<file path="config.mk">
export PLATFORM = sky130hd
export DESIGN_NAME = cma_queue
export DESIGN_NICKNAME = d
export VERILOG_FILES = /design/src/rtl/cma_pkg.sv /design/src/rtl/cma_queue.sv
export SDC_FILE = /design/constraint.sdc
export NUM_CORES = 1
export LEC_CHECK = 0
export ABC_AREA = 1
export BUFFER_PORTS_ARGS = -buffer_cell sky130_fd_sc_hd__buf_4
export CORE_UTILIZATION = 45
export DETAILED_ROUTE_END_ITERATION = 10
export PLACE_DENSITY = 0.67
export SYNTH_ARGS = -nofsm -noshare
export SYNTH_HDL_FRONTEND = slang
export SYNTH_SLANG_ARGS = --single-unit
</file>
<file path="constraint.sdc">
create_clock -name clk -period 1.35 [get_ports clk]
set_input_delay 0.3375 -clock clk [delete_from_list [all_inputs] [get_ports clk]]
set_output_delay 0.3375 -clock clk [all_outputs]
set_load 0.03 [all_outputs]
</file>
<file path="src/rtl/cma_pkg.sv">
package cma_pkg;

    localparam int MAX_CLASSES       = 16;
    localparam int COUNT_WIDTH       = 32;
    localparam int STORE_DEPTH       = MAX_CLASSES * MAX_CLASSES;
    localparam int IDX_WIDTH         = $clog2(STORE_DEPTH);
    localparam int LABEL_WIDTH       = 8;
    localparam int PROD_WIDTH        = 2 * LABEL_WIDTH;
    localparam int OUT_WIDTH         = 32;
    localparam int NUM_CLASSES_WIDTH = 5;
    localparam int QUEUE_DEPTH       = 4;

    localparam logic [LABEL_WIDTH-1:0]       NO_DATA_LABEL     = 8'd255;
    localparam logic [NUM_CLASSES_WIDTH-1:0] NUM_CLASSES_RESET = 5'd16;

    typedef enum logic [1:0] {
        CMD_RECORD       = 2'd0,
        CMD_READ         = 2'd1,
        CMD_CLEAR_ENTRY  = 2'd2,
        CMD_CLEAR_TOTALS = 2'd3
    } command_t;

    typedef enum logic [1:0] {
        ST_DONE   = 2'd0,
        ST_NODATA = 2'd1,
        ST_RANGE  = 2'd2
    } status_t;

    typedef logic [COUNT_WIDTH-1:0] count_t;

    typedef struct packed {
        command_t             cmd;
        status_t              status;
        logic [IDX_WIDTH-1:0] idx;
        logic                 labels_equal;
    } work_t;

    function automatic count_t sat_inc(input count_t v);
        return (v == '1) ? v : v + count_t'(1);
    endfunction

    function automatic logic [OUT_WIDTH-1:0] to_out(input count_t v);
        logic [63:0] wide;
        wide = 64'(v);
        return wide[OUT_WIDTH-1:0];
    endfunction

endpackage

</file>
<file path="src/rtl/cma_queue.sv">
module cma_queue (
    input  logic           clk,
    input  logic           rst_n,
    input  logic           push,
    input  cma_pkg::work_t push_data,
    input  logic           pop,
    output cma_pkg::work_t head,
    output logic           empty,
    output logic           full
);

    localparam int PTR_WIDTH = $clog2(cma_pkg::QUEUE_DEPTH);
    localparam int CNT_WIDTH = $clog2(cma_pkg::QUEUE_DEPTH + 1);

    cma_pkg::work_t         slots_reg [cma_pkg::QUEUE_DEPTH];
    logic [PTR_WIDTH-1:0]   wr_ptr_reg;
    logic [PTR_WIDTH-1:0]   rd_ptr_reg;
    logic [CNT_WIDTH-1:0]   count_reg;

    function automatic logic [PTR_WIDTH-1:0] bump(input logic [PTR_WIDTH-1:0] p);
        return (p == PTR_WIDTH'(cma_pkg::QUEUE_DEPTH - 1)) ? '0 : p + 1'b1;
    endfunction

    assign head  = slots_reg[rd_ptr_reg];
    assign empty = (count_reg == '0);
    assign full  = (count_reg == CNT_WIDTH'(cma_pkg::QUEUE_DEPTH));

    always_ff @(posedge clk)
    begin
        if (push)
        begin
            slots_reg[wr_ptr_reg] <= push_data;
        end
    end

    always_ff @(posedge clk or negedge rst_n)
    begin
        if (!rst_n)
        begin
            wr_ptr_reg <= '0;
            rd_ptr_reg <= '0;
            count_reg  <= '0;
        end
        else
        begin
            if (push)
            begin
                wr_ptr_reg <= bump(wr_ptr_reg);
            end
            if (pop)
            begin
                rd_ptr_reg <= bump(rd_ptr_reg);
            end
            if (push && !pop)
            begin
                count_reg <= count_reg + 1'b1;
            end
            else if (pop && !push)
            begin
                count_reg <= count_reg - 1'b1;
            end
        end
    end

endmodule

</file>
==> flow_summary.json <==
{
  "std_cell_rows": 26,
  "worst-endpoint-arrival_ns": 1.41,
  "synth_area_in_compound_gates_pct": 8.94,
  "status": "finished, violations left",
  "synth_simple_gate_area_share_pct": 9.19,
  "clk_pin_slew_worst_paths_ns": 0.06,
  "ff2ff_path_depth": 6,
  "antenna-diode-count": 0,
  "most_used_cell_cp": "sky130_fd_sc_hd__nand2_1",
  "worstSetupEndpoint": "head[5]",
  "timing_hold_violations_final": 0,
  "fin_nets": 285,
  "synth_fa_ha_area_share_pct": 3.78,
  "seq_power_share_pct": 33.9,
  "number_of_global_route_vias_before_repair": 1498,
  "firstDrtPassIters": 5,
  "die_width_um": 76.8,
  "post-synth-top-count-cell": "sky130_fd_sc_hd__nand2_1",
  "number_of_flip_flops_under_the_largest_register_name": 52,
  "post_route_drc": 0,
  "share_comb_of_total_power_pct": 43.8,
  "combinational_family_with_the_most_area_after_synthesis": "simple AND/OR/NAND/NOR gates",
  "cpMaxStageDelayCell": "sky130_fd_sc_hd__dfrtp_1",
  "synth-async-reset-ratio_pct": 11.9,
  "final_area_mm2": 0.00333,
  "finalClockSkew_ns": 0.00520,
  "port_buffers": 31,
  "die_area_mm2": 0.00590,
  "route.vias.total": 1600,
  "drv.max_cap_violation_count": 0,
  "boundaryPins": 32,
  "final_antenna_net_count": 0,
  "worstHoldPathType": "input port to register",
  "synth.ff_latch_count": 59,
  "worstSetupEndpointType": "primary output",
  "path_type_of_the_worst_setup_path": "register to primary output",
  "synth.lib_cells_used.distinct": 18,
  "share_of_the_synthesized_netlist_area_taken_by_xor_and_xnor_gates_pct": 0.348,
  "design_power_total_mw": 7.51,
  "cp_top_family": "buffers and inverters",
  "worst_setup_path_start_kind": "register",
  "cell_chain_of_the_critical_path": "inv_4, buf_12, nand2_1, o211ai_1, nand2_1, buf_6",
  "layout.cells.non_filler": 336,
  "tritoncts": "yes",
  "timing.rr.start": "count_reg[1]",
  "sequential_area_share_after_synthesis_pct": 69.0,
  "portion_of_netlist_area_occupied_by_mux_cells_pct": 0,
  "number_of_buffers_and_inverters_on_the_critical_path": 3,
  "critical_path.startpoint": "rd_ptr_reg[0]",
  "initial_core_util_pct": 48.1,
  "unrepaired_setup_endpoints_after_global_routing": "yes",
  "synth.net_count": 227,
  "cts_root_buffer": "sky130_fd_sc_hd__clkbuf_8",
  "place_worst_setup_slack_ns": -0.170,
  "grt_util_all_layers_pct": 16.7,
  "capture_point_of_the_worst_reg_to_reg_path": "count_reg[2]",
  "postLayoutSetupSlackWorst_ns": -0.401,
  "max-clock-path-buffers": 2,
  "switchingPower_mw": 2.66,
  "area_growth_pct": 32.3,
  "violations": "setup timing",
  "core_region_area_mm2": 0.00524,
  "max_freq_ghz": 0.571,
  "routed_wirelength_um": 4580,
  "path_depth": 6,
  "global_route_wire_length_before_repair_um": 7180,
  "postSynthCellCount": 203,
  "ctsHtreeMaxLevel": 3,
  "synth-edff-count": 52,
  "hold-worst-slack_ns": 0.208,
  "final_min_period_over_clock_period_pct": 130,
  "synthesis.area_mm2": 0.00252,
  "numPlacedInstances": 315,
  "worst_slew_pin_slew_ns": 0.181,
  "report.final.slew_viol_count": 0,
  "worstSkewPairLatency_ns": 0.33,
  "netlist_top_cells_area": "sky130_fd_sc_hd__edfxtp_1 (62%), sky130_fd_sc_hd__nand2_1 (8.2%), sky130_fd_sc_hd__o211ai_1 (7.2%)",
  "p_per_area_mw_per_mm2": 2250,
  "slew_headroom_pct": 87.9,
  "last_weighted_congestion_value_of_the_routability_driven_placer": 0.698,
  "timing.reg2reg.setup_slack_ns": 0.01,
  "intPower_mw": 4.85,
  "vdd.ir_drop.worst_v": 0.00176,
  "report.final.setup_viol": 15,
  "min_path_cells": 1,
  "power.static_leakage_nw": 1.45,
  "critPathRequiredTime_ns": 1.01,
  "grt_overflow": 0,
  "count_of_routing_violations_after_the_opening_detailed_route_iteration": 95,
  "clock_power_share_pct": 22.3,
  "synth.largest_area_cell": "sky130_fd_sc_hd__edfxtp_1",
  "wire_per_inst_um": 13.6,
  "cts_made_buffers": 9,
  "grt_antenna_before_repair": 0,
  "switching_power_as_a_share_of_total_power_pct": 35.4,
  "drive_gt1_share_pct": 33.5,
  "min_period_ns": 1.75,
  "ys.warnings.count": 0,
  "synthFlopType": "sky130_fd_sc_hd__edfxtp_1",
  "synthTopCellsByCount": "sky130_fd_sc_hd__nand2_1 (55), sky130_fd_sc_hd__edfxtp_1 (52), sky130_fd_sc_hd__inv_1 (37)",
  "grt_start_max_net_pins": 19,
  "postSynthAreaPerCell_um2": 12.4,
  "die-height_um": 76.8,
  "vias_per_cell": 4.76,
  "critical_path_s_largest_stage_delay_ns": 0.41,
  "cp_max_fo": 18,
  "tritoncts_num_sinks": 59,
  "dpl_cell_area_mm2": 0.00296,
  "synth_top_area_share_pct": 62.0,
  "post-dp-hpwl_um": 2980
}
==> cell type report <==
type                            instances  area (um2)
Fill cell                             408        1910
Sequential cell                        59        1740
Multi-Input combinational cell         98         608
Timing Repair Buffer                   54         541
Inverter                               39         149
Clock buffer                           10         128
Tap cell                               70        87.6
Clock inverter                          6        80.1
==> routing by layer <==
metal  up-vias  part of all wire [%]  track usage (%)
met5         -                     0                0
met2        32                    52             27.6
met3         6                   3.5             5.83
li1        806                     -                -
met4         0                   1.1             7.69
met1       756                    43             19.5
==> logic make-up (layout without fill, tap and decap cells) <==
kind of cell | count (synthesis) | count (layout)
DFF | 59 | 59
buffers and inverters | 46 | 109
xor gates and xnor gates | 1 | 1
adders and majority gates | 7 | 7
AOI/OAI and AO/OA | 30 | 30
and+or+nand+nor | 60 | 60
==> placed cells by master (no fill, tap or decap), types with 2 or more instances in the layout <==
master,count
sky130_fd_sc_hd__o21ai_0,2
sky130_fd_sc_hd__inv_2,2
sky130_fd_sc_hd__nor3_2,2
sky130_fd_sc_hd__buf_4,33
sky130_fd_sc_hd__buf_6,14
sky130_fd_sc_hd__clkbuf_8,9
sky130_fd_sc_hd__nand2_2,12
sky130_fd_sc_hd__edfxtp_1,52
sky130_fd_sc_hd__clkinv_1,2
sky130_fd_sc_hd__ha_1,6
sky130_fd_sc_hd__o21ai_1,2
sky130_fd_sc_hd__buf_12,5
sky130_fd_sc_hd__dfrtp_1,5
sky130_fd_sc_hd__dfrtp_2,2
sky130_fd_sc_hd__bufinv_16,2
sky130_fd_sc_hd__o211ai_2,2
sky130_fd_sc_hd__inv_1,36
sky130_fd_sc_hd__nand2_1,43
sky130_fd_sc_hd__o211ai_1,24
==> how the worst min path moves through the flow <==
| stage | startpoint | end | slack, ns |
|---|---|---|---|
| 2_1_floorplan | rst_n | count_reg[0] | 0.04 |
| 3_3_place_gp | rst_n | wr_ptr_reg[0] | 0.16 |
| 3_5_place_dp | rst_n | wr_ptr_reg[0] | 0.15 |
| 4_1_cts | push_data[11] | slots_reg[1][11] | 0.19 |
| 5_1_grt | push_data[4] | slots_reg[2][4] | 0.18 |
| 6_report | push_data[11] | slots_reg[2][11] | 0.21 |
==> worst register-to-register path, cell delays in order (launching register included) <==
cell and delay [ns]:
sky130_fd_sc_hd__dfrtp_2 0.44, sky130_fd_sc_hd__buf_6 0.13, sky130_fd_sc_hd__fa_2 0.40, sky130_fd_sc_hd__nand2_2 0.09, sky130_fd_sc_hd__nand3_2 0.08, sky130_fd_sc_hd__nand2_1 0.06
sky130_fd_sc_hd__nand2_1 0.04
==> metrics by stage <==
stage	setup TNS (ns)	utilization, %
floorplan	-0.235	-
global placement	-0.442	56.5
detailed placement	-0.772	56.5
CTS	-5.45	62.4
global route	-6.52	63.6
finish	-5.11	63.6
==> power by group through the flow <==
stage / Clock, mW / Combinational [mW] / Sequential [mW]
final: 1.67 / 3.29 / 2.54
after global routing: 1.81 / 3.55 / 2.58
after CTS: 1.71 / 3.18 / 2.51
after detailed placement: 0 / 2.85 / 2.56
after global placement: 0 / 2.80 / 2.55
after floorplan: 0 / 1.80 / 2.54
==> timing repair <==
| item | in CTS | in global routing |
|---|---|---|
| endpoints found under the hold margin | 7 | 0 |
| pin swaps | 2 | 5 |
| setup endpoints to repair | 15 | 30 |
| resized for setup | 20 | 14 |
| buffers inserted | 3 | 0 |
| cloned | 0 | 1 |
| hold buffers | 1 | 0 |
(Power assumes the default switching activity.)
