--- src/rtl/cma_pkg.sv ---
package cma_pkg;

    localparam int MAX_CLASSES       = 16;
    localparam int COUNT_WIDTH       = 32;
    localparam int STORE_DEPTH       = MAX_CLASSES * MAX_CLASSES;
    localparam int IDX_WIDTH         = $clog2(STORE_DEPTH);
    localparam int LABEL_WIDTH       = 8;
    localparam int PROD_WIDTH        = 2 * LABEL_WIDTH;
    localparam int OUT_WIDTH         = 32;
    localparam int NUM_CLASSES_WIDTH = 5;
    localparam int QUEUE_DEPTH       = 4;

    localparam logic [LABEL_WIDTH-1:0]       NO_DATA_LABEL     = 8'd255;
    localparam logic [NUM_CLASSES_WIDTH-1:0] NUM_CLASSES_RESET = 5'd16;

    typedef enum logic [1:0] {
        CMD_RECORD       = 2'd0,
        CMD_READ         = 2'd1,
        CMD_CLEAR_ENTRY  = 2'd2,
        CMD_CLEAR_TOTALS = 2'd3
    } command_t;

    typedef enum logic [1:0] {
        ST_DONE   = 2'd0,
        ST_NODATA = 2'd1,
        ST_RANGE  = 2'd2
    } status_t;

    typedef logic [COUNT_WIDTH-1:0] count_t;

    typedef struct packed {
        command_t             cmd;
        status_t              status;
        logic [IDX_WIDTH-1:0] idx;
        logic                 labels_equal;
    } work_t;

    function automatic count_t sat_inc(input count_t v);
        return (v == '1) ? v : v + count_t'(1);
    endfunction

    function automatic logic [OUT_WIDTH-1:0] to_out(input count_t v);
        logic [63:0] wide;
        wide = 64'(v);
        return wide[OUT_WIDTH-1:0];
    endfunction

endpackage

--- src/rtl/cma_front.sv ---
module cma_front (
    input  logic                                  clk,
    input  logic                                  rst_n,
    input  logic                                  cfg_we,
    input  logic [cma_pkg::NUM_CLASSES_WIDTH-1:0] cfg_wdata,
    input  logic [1:0]                            command,
    input  logic [cma_pkg::LABEL_WIDTH-1:0]       truth_label,
    input  logic [cma_pkg::LABEL_WIDTH-1:0]       class_label,
    output cma_pkg::work_t                        work
);

    logic [cma_pkg::NUM_CLASSES_WIDTH-1:0] num_classes_reg;
    logic [cma_pkg::LABEL_WIDTH-1:0]       limit;
    logic                                  truth_ok;
    logic                                  class_ok;
    logic [cma_pkg::PROD_WIDTH-1:0]        flat;
    cma_pkg::command_t                     cmd;

    always_ff @(posedge clk or negedge rst_n)
    begin
        if (!rst_n)
        begin
            num_classes_reg <= cma_pkg::NUM_CLASSES_RESET;
        end
        else if (cfg_we)
        begin
            num_classes_reg <= cfg_wdata;
        end
    end

    always_comb
    begin
        cmd = cma_pkg::command_t'(command);
        if (cma_pkg::LABEL_WIDTH'(num_classes_reg) > cma_pkg::LABEL_WIDTH'(cma_pkg::MAX_CLASSES))
        begin
            limit = cma_pkg::LABEL_WIDTH'(cma_pkg::MAX_CLASSES);
        end
        else
        begin
            limit = cma_pkg::LABEL_WIDTH'(num_classes_reg);
        end
        truth_ok = (truth_label != '0) && (truth_label <= limit);
        class_ok = (class_label != '0) && (class_label <= limit);
        flat = cma_pkg::PROD_WIDTH'(truth_label - 1'b1)
               * cma_pkg::PROD_WIDTH'(cma_pkg::MAX_CLASSES)
               + cma_pkg::PROD_WIDTH'(class_label - 1'b1);

        work.cmd          = cmd;
        work.idx          = flat[cma_pkg::IDX_WIDTH-1:0];
        work.labels_equal = (truth_label == class_label);
        if (cmd == cma_pkg::CMD_CLEAR_TOTALS)
        begin
            work.status = cma_pkg::ST_DONE;
        end
        else if (cmd == cma_pkg::CMD_RECORD && truth_label == cma_pkg::NO_DATA_LABEL)
        begin
            work.status = cma_pkg::ST_NODATA;
        end
        else if (!truth_ok || !class_ok)
        begin
            work.status = cma_pkg::ST_RANGE;
        end
        else
        begin
            work.status = cma_pkg::ST_DONE;
        end
    end

endmodule

--- config.mk ---
export PLATFORM = sky130hd
export DESIGN_NAME = cma_front
export DESIGN_NICKNAME = d
export VERILOG_FILES = /design/src/rtl/cma_pkg.sv /design/src/rtl/cma_front.sv
export SDC_FILE = /design/constraint.sdc
export NUM_CORES = 1
export LEC_CHECK = 0
export BUFFER_PORTS_ARGS = -buffer_cell sky130_fd_sc_hd__buf_2
export CAP_MARGIN = 20
export CORE_ASPECT_RATIO = 0.9
export CORE_MARGIN = 2
export CORE_UTILIZATION = 29
export DETAILED_ROUTE_END_ITERATION = 10
export GPL_TIMING_DRIVEN = 0
export PLACE_DENSITY_LB_ADDON = 0.15
export SLEW_MARGIN = 20
export SYNTH_ARGS = -nofsm -noshare
export SYNTH_HDL_FRONTEND = slang
export SYNTH_SLANG_ARGS = --single-unit
--- constraint.sdc ---
create_clock -name clk -period 2.2 [get_ports clk]
set_input_delay 0.33 -clock clk [delete_from_list [all_inputs] [get_ports clk]]
set_output_delay 0.33 -clock clk [all_outputs]
set_load 0.03 [all_outputs]
==> results of run 1 <==
## power breakdown
group          switching [mW]  internal, mW  total [mW]  leakage [nW]
registers             0.00644         0.103       0.109        0.0573
logic                   0.268         0.231       0.499         0.628
clock network          0.0421         0.124       0.166        0.0228
total                   0.317         0.458       0.775         0.708
## through the flow
step | TNS, ns | cell area (sq um) | instances | util, % | hold slack, ns
floorplan | -0.0400 | 995 | 116 | - | 0.0344
global placement | -0.637 | 1240 | 196 | 39.4 | 0.145
detailed placement | -0.748 | 1240 | 196 | 39.4 | 0.150
CTS | -0.0751 | 1530 | 204 | 48.9 | 0.326
global route | -0.274 | 1580 | 204 | 50.4 | 0.326
finish | -0.106 | 1580 | 204 | 50.4 | 0.324
## routing by layer
layer  wire length, um  share of wire, %
met1              1260                49
met2              1180                45
met3               155               6.0
met4                 0                 0
met5                 0                 0
## worst register-to-register path: stages (launching register included)
cell and delay [ns]:
dfstp_2 0.55, inv_4 0.06, o21ai_0 0.16
## timing repair
action                                 in CTS  in global routing
hold buffers                                1                  0
gates resized for setup                    52                  8
setup buffers                               3                  0
endpoints found under the hold margin       4                  0
pin swaps                                  14                  3
setup endpoints to repair                   4                  3
## final cells by class
type | count | area share [%]
clock buffer | 4 | 2.85
inverter | 17 | 5.30
tap | 42 | 3.33
sequential | 5 | 8.00
multi-input combinational | 92 | 61.5
buffer | 2 | 0.950
timing repair buffer | 42 | 18.1
## worst max path at each step
stage          endpoint  cells past startpoint  slack [ns]          startpoint
6_report        work[8]                     11       -0.06      truth_label[0]
5_1_grt         work[8]                     10       -0.15      class_label[1]
4_1_cts        work[10]                      9       -0.04  num_classes_reg[4]
3_5_place_dp    work[8]                     11       -0.45      truth_label[0]
3_3_place_gp    work[8]                     11       -0.41      truth_label[0]
2_1_floorplan   work[8]                      9       -0.04      truth_label[0]
## cells by family after synthesis
logic type                 after synthesis
AOI/OAI and AO/OA                       20
buffers and inverters                   19
and+or+nand+nor                         26
DFF                                      5
adders and majority gates               25
xor gates and xnor gates                16
muxes                                    5
## synthesized netlist by cell type, drive strengths merged
cell type | number | share of area (%)
a21oi | 6 | 3.1
nand3 | 1 | 0.51
a21o | 1 | 0.77
fa | 1 | 2.0
nor4b | 1 | 0.90
xor2 | 2 | 1.8
ha | 24 | 31
o21ai | 4 | 2.0
mux2i | 1 | 1.0
nor3 | 4 | 2.0
mux2 | 4 | 4.6
dfrtp | 4 | 10
buf | 2 | 1.5
o211ai | 2 | 1.5
xnor2 | 14 | 13
nor4 | 1 | 0.64
nor2b | 4 | 2.6
inv | 17 | 6.5
nand4 | 5 | 3.2
o21bai | 2 | 1.5
nand2 | 6 | 2.3
a211oi | 4 | 3.1
a31oi | 1 | 0.64
nor2 | 4 | 1.5
dfstp | 1 | 2.7
==> metrics, run 1 <==
commonest non-fill, non-tap cell in the layout buf_2; pwr dens 490 nW/um^2; Final WS setup -0.0647 ns; Clock Skew 0 ns; Synthesis Warnings 0; grt total ovfl 0; max cap viols 0; leakage 0.708 nW; Tot Pwr 0.775 mW; clock sink count 5; die area 3860 sq um; drt total wl 2590 um; hold_sp cfg_wdata[4]; WL/cell 12.7 um; diode count 0; via count 995; r2r worst-path depth 2; post-layout min period 2.26 ns; clk_lat worst skew 0.22 ns; clock buffer depth 2; largest net degree at the start of global routing 7; grt met3 use 3.04%; most frequent cells in the layout 31 x buf_2, 15 x ha_1, 13 x xnor2_1; Multi-input gate area 972 sq um; gr usage total 14.4%; hold path depth 3; Buffers & Inverters on Critical Path 4; Synth Area in XOR/XNOR 14.3%; GR peak layer met2; CP max stage cell ha_4; GP Congestion 0.698; Worst Hold End num_classes_reg[4]; Layout area overhead 61.5%; core footprint 3140 sq um; Final nets 214; largest family of logic cells by synthesized area adder cells; detailed-placement wirelength estimate 2070 um; Seq/Total Area, Yosys 12.9%; RSZ-0062 raised after global routing yes; max-slew violation count 0; Distinct cells, synth 25; Cell Rows 19; mux contribution to synthesized area 5.63%; Setup crit start kind input pin; CTS tree yes; Cells after Synth 116; CTS Buf Count 3; Setup CP Type in -> out; post-route ant nets 0; filler instances 304; CP most frequent cell ha_4; endpoints failing setup 2; Worst EP required 1.87 ns; post-synthesis adder-cell area fraction 32.7%; initial detailed-routing violation count 12; met1 usage 19.5%; crit-path cells buf_12, inv_8, ha_4, ha_4, inv_2, ha_4, o21ai_2, o21bai_1, a21oi_2, xnor2_2, buf_6; H-tree levels 1; Synth Register Bits 5; Hold Crit Class in -> reg; Die Span X 65.2 um; die height 59.1 um; crit-path max FO 5; Slew headroom 79.8%; Initial Util 31.2%; period utilization 103%; worst slew pin tran 0.301 ns; Fin. Hold Viols 0; max reg flops 5; IO buf count 38; Post-Synth Simple-Gate Area 13.7%; initial antenna violation count 0; family with the most delay on the worst path adder cells; FF+latch area 126 sq um; reg2reg setup slack 1.36 ns; IO Count 39; failing checks negative setup slack; FF-to-FF Start num_classes_reg[4]; layout cells sized above 1 51.2%; status complete, but fails checks; pre-CTS setup slack -0.454 ns; CP peak stage delay 0.26 ns; global-route wire length before repair 4310 um; mean area per synthesized cell 8.43 sq um; Synth Area in Compound Gates 12.7%; DRC Markers 0; clk slew on worst S/H paths 0.04 ns; Root Buffer clkbuf_8; met2 usage 24.3%; worst vdd ir 259 uV; DR pass1 iterations 4; DR vias/cell 4.88; RR Endpoint num_classes_reg[4]; Fmax 442 MHz; synthesized area 978 sq um; CP arrival 1.93 ns; crit end category primary output; vias in the first global route 976; Post-Syn Nets 167
Note: power is estimated with default switching activity, not from simulation.
==> run 2, diff against run 1 <==
Settings changed: CELL_PAD_IN_SITES_DETAIL_PLACEMENT from default to 2, CELL_PAD_IN_SITES_GLOBAL_PLACEMENT from default to 2, CORE_UTILIZATION 29 to 27.
Clock period 2.2 ns to 2.1 ns, I/O delays scaled along.
==> run 2 against run 1 <==
Compared with the run above: the run still ends with negative setup slack left; worst setup slack got worse by 0.31 ns; flip-flop and latch count did not move; sequential power rose by 10%; sequential share of layout area fell by 1.1 points; clock power rose by 13%; worst hold slack improved by 0.017 ns; total power rose by 27%; die area rose by 6.9%; final area rose by 16%; routed wire length rose by 80%; core utilization rose by 3.0 points; critical endpoint is now work[10].
==> metrics, run 2 (same netlist as run 1, synthesis figures left out) <==
Fmax 403 MHz; max cap viols 0 (unchanged); Worst EP required 1.78 ns (was 1.87 ns); global-route wire length before repair 6050 um (was 4310 um); Clock Skew 0 ns (unchanged); Cell Rows 20 (was 19); clk_lat worst skew 0.22 ns (about the same); failing checks negative setup slack (unchanged); IO buf count 38 (unchanged); IO Count 39 (unchanged); setup_tns -0.488 ns (was -0.106 ns); H-tree levels 1 (unchanged); initial antenna violation count 0 (unchanged); largest net degree at the start of global routing 7 (unchanged); via count 1091 (was 995); Hold Crit Class in -> reg (unchanged); FF+latch area 126 sq um (unchanged); clock buffer depth 2 (unchanged); fin area 1830 sq um (was 1580 sq um); vias in the first global route 1157 (was 976); DR pass1 iterations 3 (was 4); commonest non-fill, non-tap cell in the layout buf_2 (unchanged); pre-CTS setup slack -0.554 ns (was -0.454 ns); die area 4120 sq um (was 3860 sq um); Final nets 223 (was 214); Layout area overhead 87.1% (was 61.5%); layout cells sized above 1 66.1% (was 51.2%); diode count 0 (unchanged); clock sink count 5 (unchanged); Core Util, Final 53.4% (was 50.4%); post-layout min period 2.48 ns; Initial Util 28.5% (was 31.2%); detailed-placement wirelength estimate 2670 um (was 2070 um); Final WS setup -0.378 ns (was -0.0647 ns); RSZ-0062 raised after global routing yes (unchanged); CP arrival 2.16 ns (was 1.93 ns); worst vdd ir 353 uV (was 259 uV); leakage 0.790 nW (was 0.708 nW); core footprint 3430 sq um (was 3140 sq um); status complete, but fails checks (unchanged); Setup crit start kind register (was input pin); Setup CP Type reg -> out (was in -> out); filler instances 347 (was 304); most frequent cells in the layout 27 x buf_2, 16 x ha_4, 15 x buf_4 (was 31 x buf_2, 15 x ha_1, 13 x xnor2_1); DRC Markers 0 (unchanged); max-slew violation count 0 (unchanged); crit-path max FO 6 (was 5); clk slew on worst S/H paths 0.05 ns (was 0.04 ns); WL/cell 21.6 um (was 12.7 um); drt total wl 4650 um (was 2590 um); Root Buffer clkbuf_8 (unchanged); crit end category primary output (unchanged); endpoints failing setup 2 (unchanged); DR vias/cell 5.07 (was 4.88); CTS tree yes (unchanged); DP Area 1240 sq um (about the same); post-route ant nets 0 (unchanged); Fin. Hold Viols 0 (unchanged); Die Span X 67.5 um (was 65.2 um); Slew headroom 75.6% (was 79.8%); die height 61.1 um (was 59.1 um); period utilization 118%; gr usage total 20.0% (was 14.4%); CTS Buf Count 3 (unchanged); worst slew pin tran 0.362 ns (was 0.301 ns); initial detailed-routing violation count 41 (was 12); Multi-input gate area 1130 sq um (was 972 sq um); max reg flops 5 (unchanged); grt total ovfl 0 (unchanged); GP Congestion 0.689 (was 0.698); pwr dens 537 nW/um^2 (was 490 nW/um^2)
## run 2: changes by cell type in the layout (fill, tap and decap cells not counted), moves of 2 or more
cell,delta
ha_1,-9
buf_6,+3
ha_4,+7
buf_2,-4
inv_2,+3
inv_1,-3
nor2b_1,-2
xnor2_2,+3
xnor2_1,-3
nand2_4,+2
buf_4,+8
ha_2,+2
clkbuf_4,+2
## run 2: what timing repair did
item,CTS,global route
resized for setup,63,31
gates cloned,0,0
setup endpoints to repair,4,4
setup buffers,7,6
pin swaps,17,18
hold buffers,1,0
endpoints found under the hold margin,4,0
## run 2: per-stage QoR
stage,hold slack (ns),cells,total power [mW]
floorplan,0.0194,116,0.401
global placement,0.130,198,0.511
detailed placement,0.144,198,0.537
CTS,0.326,210,0.869
global route,0.338,215,1.04
finish,0.341,215,0.983
## run 2: final timing paths
| kind | start | endpoint | slack, ns | depth (start not counted) |
|---|---|---|---|---|
| hold / removal | cfg_wdata[3] | num_classes_reg[3] | 0.34 | 2 |
| min in group asynchronous | rst_n | num_classes_reg[3] | 0.48 | 2 |
| setup reg to reg | num_classes_reg[4] | num_classes_reg[4] | 0.86 | 3 |
| setup / recovery | num_classes_reg[4] | work[10] | -0.38 | 9 |
| max in group asynchronous | rst_n | num_classes_reg[4] | 1.40 | 2 |
| hold reg to reg | num_classes_reg[0] | num_classes_reg[0] | 0.58 | 1 |
## run 2: area by class of cell
class                           instances  share of cell area (%)
Timing Repair Buffer                   51                    20.4
Tap cell                               44                    3.01
Sequential cell                         5                    6.90
Buffer                                  2                   0.820
Inverter                               17                    4.58
Clock buffer                            4                    2.46
Multi-Input combinational cell         92                    61.8
## run 2: critical path, cell delays in order (launching register included)
cell and delay (ns):
dfstp_2 0.58, inv_4 0.08, nand2_4 0.10, ha_4 0.21, nor2b_1 0.14, o211ai_1 0.23, a21oi_1 0.14, nor3_2 0.22
a211oi_2 0.07, buf_4 0.18
## run 2: per-layer routing
metal	GRT usage [%]	wire length (um)
met3	1.46	191
met5	0	0
met1	24.8	1910
met2	38.9	2480
met4	2.92	74
## run 2: power by group
group | switching (mW) | leakage [nW] | total (mW) | internal, mW
Clock | 0.0566 | 0.0228 | 0.188 | 0.131
Sequential | 0.0118 | 0.0573 | 0.120 | 0.108
Combinational | 0.355 | 0.710 | 0.676 | 0.321
Total | 0.423 | 0.790 | 0.983 | 0.560
==> run 3, diff against run 2 <==
--- a/config.mk
+++ b/config.mk
@@ -17,2 +17,3 @@
 export PLACE_DENSITY_LB_ADDON = 0.15
+export RECOVER_POWER = 100
 export SLEW_MARGIN = 20
==> constraint.sdc (replaced) <==
create_clock -name clk -period 2.1 [get_ports clk]
set_input_delay 0.21 -clock clk [delete_from_list [all_inputs] [get_ports clk]]
set_output_delay 0.21 -clock clk [all_outputs]
set_load 0.03 [all_outputs]
==> run 3 against run 2 <==
Compared with the run above: the run still ends with negative setup slack left; critical path type unchanged; sequential power decreased by 4%; total power is 18% lower; fmax rose by 14%; combinational power down 25%; clock skew unchanged; routed wire length shrank 28%; clock-buffer cell count unchanged; largest cell class unchanged; register-to-register slack improved by 0.36 ns; non-clock buffer count shrank 7; via count down 5.7%; first-iteration DRC count down 93%.
==> metrics, run 3 (same netlist as run 1, synthesis figures left out) <==
status complete, but fails checks (unchanged); failing checks negative setup slack (unchanged); clk_lat worst skew 0.22 ns (about the same); layout cells sized above 1 44.5% (was 66.1%); die height 61.1 um (unchanged); Clock Skew 0 ns (unchanged); Multi-input gate area 938 sq um (was 1130 sq um); Fin. Hold Viols 0 (unchanged); max-slew violation count 0 (unchanged); Setup crit start kind register (unchanged); Fmax 459 MHz (was 403 MHz); Final WS setup -0.0809 ns (was -0.378 ns); Cell Rows 20 (unchanged); gr usage total 15.7% (was 20.0%); leakage 0.691 nW (was 0.790 nW); CTS Buf Count 3 (unchanged); core footprint 3430 sq um (unchanged); endpoints failing setup 1 (was 2); post-route ant nets 0 (unchanged); CTS tree yes (unchanged); initial antenna violation count 0 (unchanged); diode count 0 (unchanged); CP arrival 1.97 ns (was 2.16 ns); filler instances 394 (was 347); RSZ-0062 raised after global routing yes (unchanged); global-route wire length before repair 4910 um (was 6050 um); Slew headroom 75.4% (was 75.6%); initial detailed-routing violation count 3 (was 41); Core Util, Final 44.2% (was 53.4%); crit-path max FO 6 (unchanged); Inst Count DP 198 (unchanged); clock sink count 5 (unchanged); DR pass1 iterations 4 (was 3); WL/cell 16.2 um (was 21.6 um); commonest non-fill, non-tap cell in the layout buf_2 (unchanged); Final nets 216 (was 223); Die Span X 67.5 um (unchanged); Final Hold Slack 0.224 ns (was 0.341 ns); Worst EP required 1.89 ns (was 1.78 ns); post-layout min period 2.18 ns (was 2.48 ns); period utilization 104% (was 118%); max reg flops 5 (unchanged); FF+latch area 126 sq um (unchanged); Non-Filler Instances 208 (was 215); drt total wl 3370 um (was 4650 um); DRC Markers 0 (unchanged); Setup CP Type reg -> out (unchanged); vias in the first global route 1086 (was 1157); clock buffer depth 2 (unchanged); worst vdd ir 336 uV (was 353 uV); pwr dens 530 nW/um^2 (was 537 nW/um^2); IO Count 39 (unchanged); die area 4120 sq um (unchanged); Initial Util 28.5% (unchanged); clk slew on worst S/H paths 0.04 ns (was 0.05 ns); Root Buffer clkbuf_8 (unchanged); worst slew pin tran 0.371 ns (was 0.362 ns); H-tree levels 1 (unchanged); max cap viols 0 (unchanged); DR vias/cell 4.95 (was 5.07); Hold Crit Class in -> reg (unchanged); grt total ovfl 0 (unchanged); GP Congestion 0.696 (was 0.689); largest net degree at the start of global routing 7 (unchanged); crit end category primary output (unchanged); IO buf count 38 (unchanged); Layout area overhead 54.9% (was 87.1%); detailed-placement wirelength estimate 2540 um (was 2670 um); via count 1029 (was 1091); most frequent cells in the layout 27 x buf_2, 17 x ha_1, 13 x xnor2_1 (was 27 x buf_2, 16 x ha_4, 15 x buf_4)
## run 3: changes by cell type in the layout (fill, tap and decap cells not counted), moves of 3 or more
cell      previous run  this run
clkbuf_1             1         7
inv_1                8        12
xnor2_2              4         1
a21oi_2              5         2
xnor2_1             10        13
inv_2                5         2
ha_4                16         7
ha_1                 6        17
a21oi_1              1         4
buf_12               3         0
buf_4               15         8
## run 3: final cells by class
cell class	instances	share of cell area [%]
well taps	44	3.63
repair buffers	44	17.3
multi-input cells	92	61.9
inverters	17	4.87
flip-flops and latches	5	8.34
plain buffers	2	0.991
clock buffers	4	2.97
## run 3: worst max-delay path, stage by stage (launching register included)
cell	delay [ns]
dfstp_2	0.56
inv_4	0.06
nand2_1	0.12
ha_1	0.26
nand4_1	0.11
mux2i_1	0.10
a21oi_2	0.16
nor3_2	0.07
a211oi_2	0.14
buf_4	0.18
## run 3: what timing repair did
| action | 4_1_cts | 5_1_grt |
|---|---|---|
| endpoints found under the hold margin | 4 | 0 |
| endpoints found under the setup margin | 4 | 3 |
| resized for setup | 25 | 18 |
| hold buffers | 1 | 0 |
| pin swaps | 7 | 7 |
| setup buffers | 2 | 3 |
## run 3: final timing paths
path | startpoint | endpoint | slack, ns | depth (start not counted)
max | num_classes_reg[4] | work[10] | -0.08 | 9
min | cfg_wdata[3] | num_classes_reg[3] | 0.22 | 2
max reg2reg | num_classes_reg[4] | num_classes_reg[4] | 1.22 | 2
min reg2reg | num_classes_reg[0] | num_classes_reg[0] | 0.52 | 1
max in group asynchronous | rst_n | num_classes_reg[4] | 1.41 | 2
min in group asynchronous | rst_n | num_classes_reg[3] | 0.40 | 2
## run 3: power by group
group	total, mW	internal (mW)	switching, mW
clock	0.177	0.130	0.0470
combinational	0.510	0.224	0.286
sequential	0.115	0.108	0.00758
## run 3: metrics by stage
stage	setup WS [ns]	TNS, ns	power (mW)	instance area (sq um)
after floorplan	0.100	0	0.398	991
after CTS	-0.0715	-0.0967	0.774	1410
after global placement	-0.283	-0.299	0.508	1240
after global routing	-0.188	-0.223	0.865	1520
after detailed placement	-0.318	-0.403	0.527	1240
final	-0.0809	-0.0809	0.803	1520
## run 3: metal layers
metal | GRT usage (%) | share of wire, %
met1 | 19.8 | 44
met2 | 29.4 | 52
met3 | 2.93 | 3.8
met4 | 0.875 | 0
met5 | 0 | 0
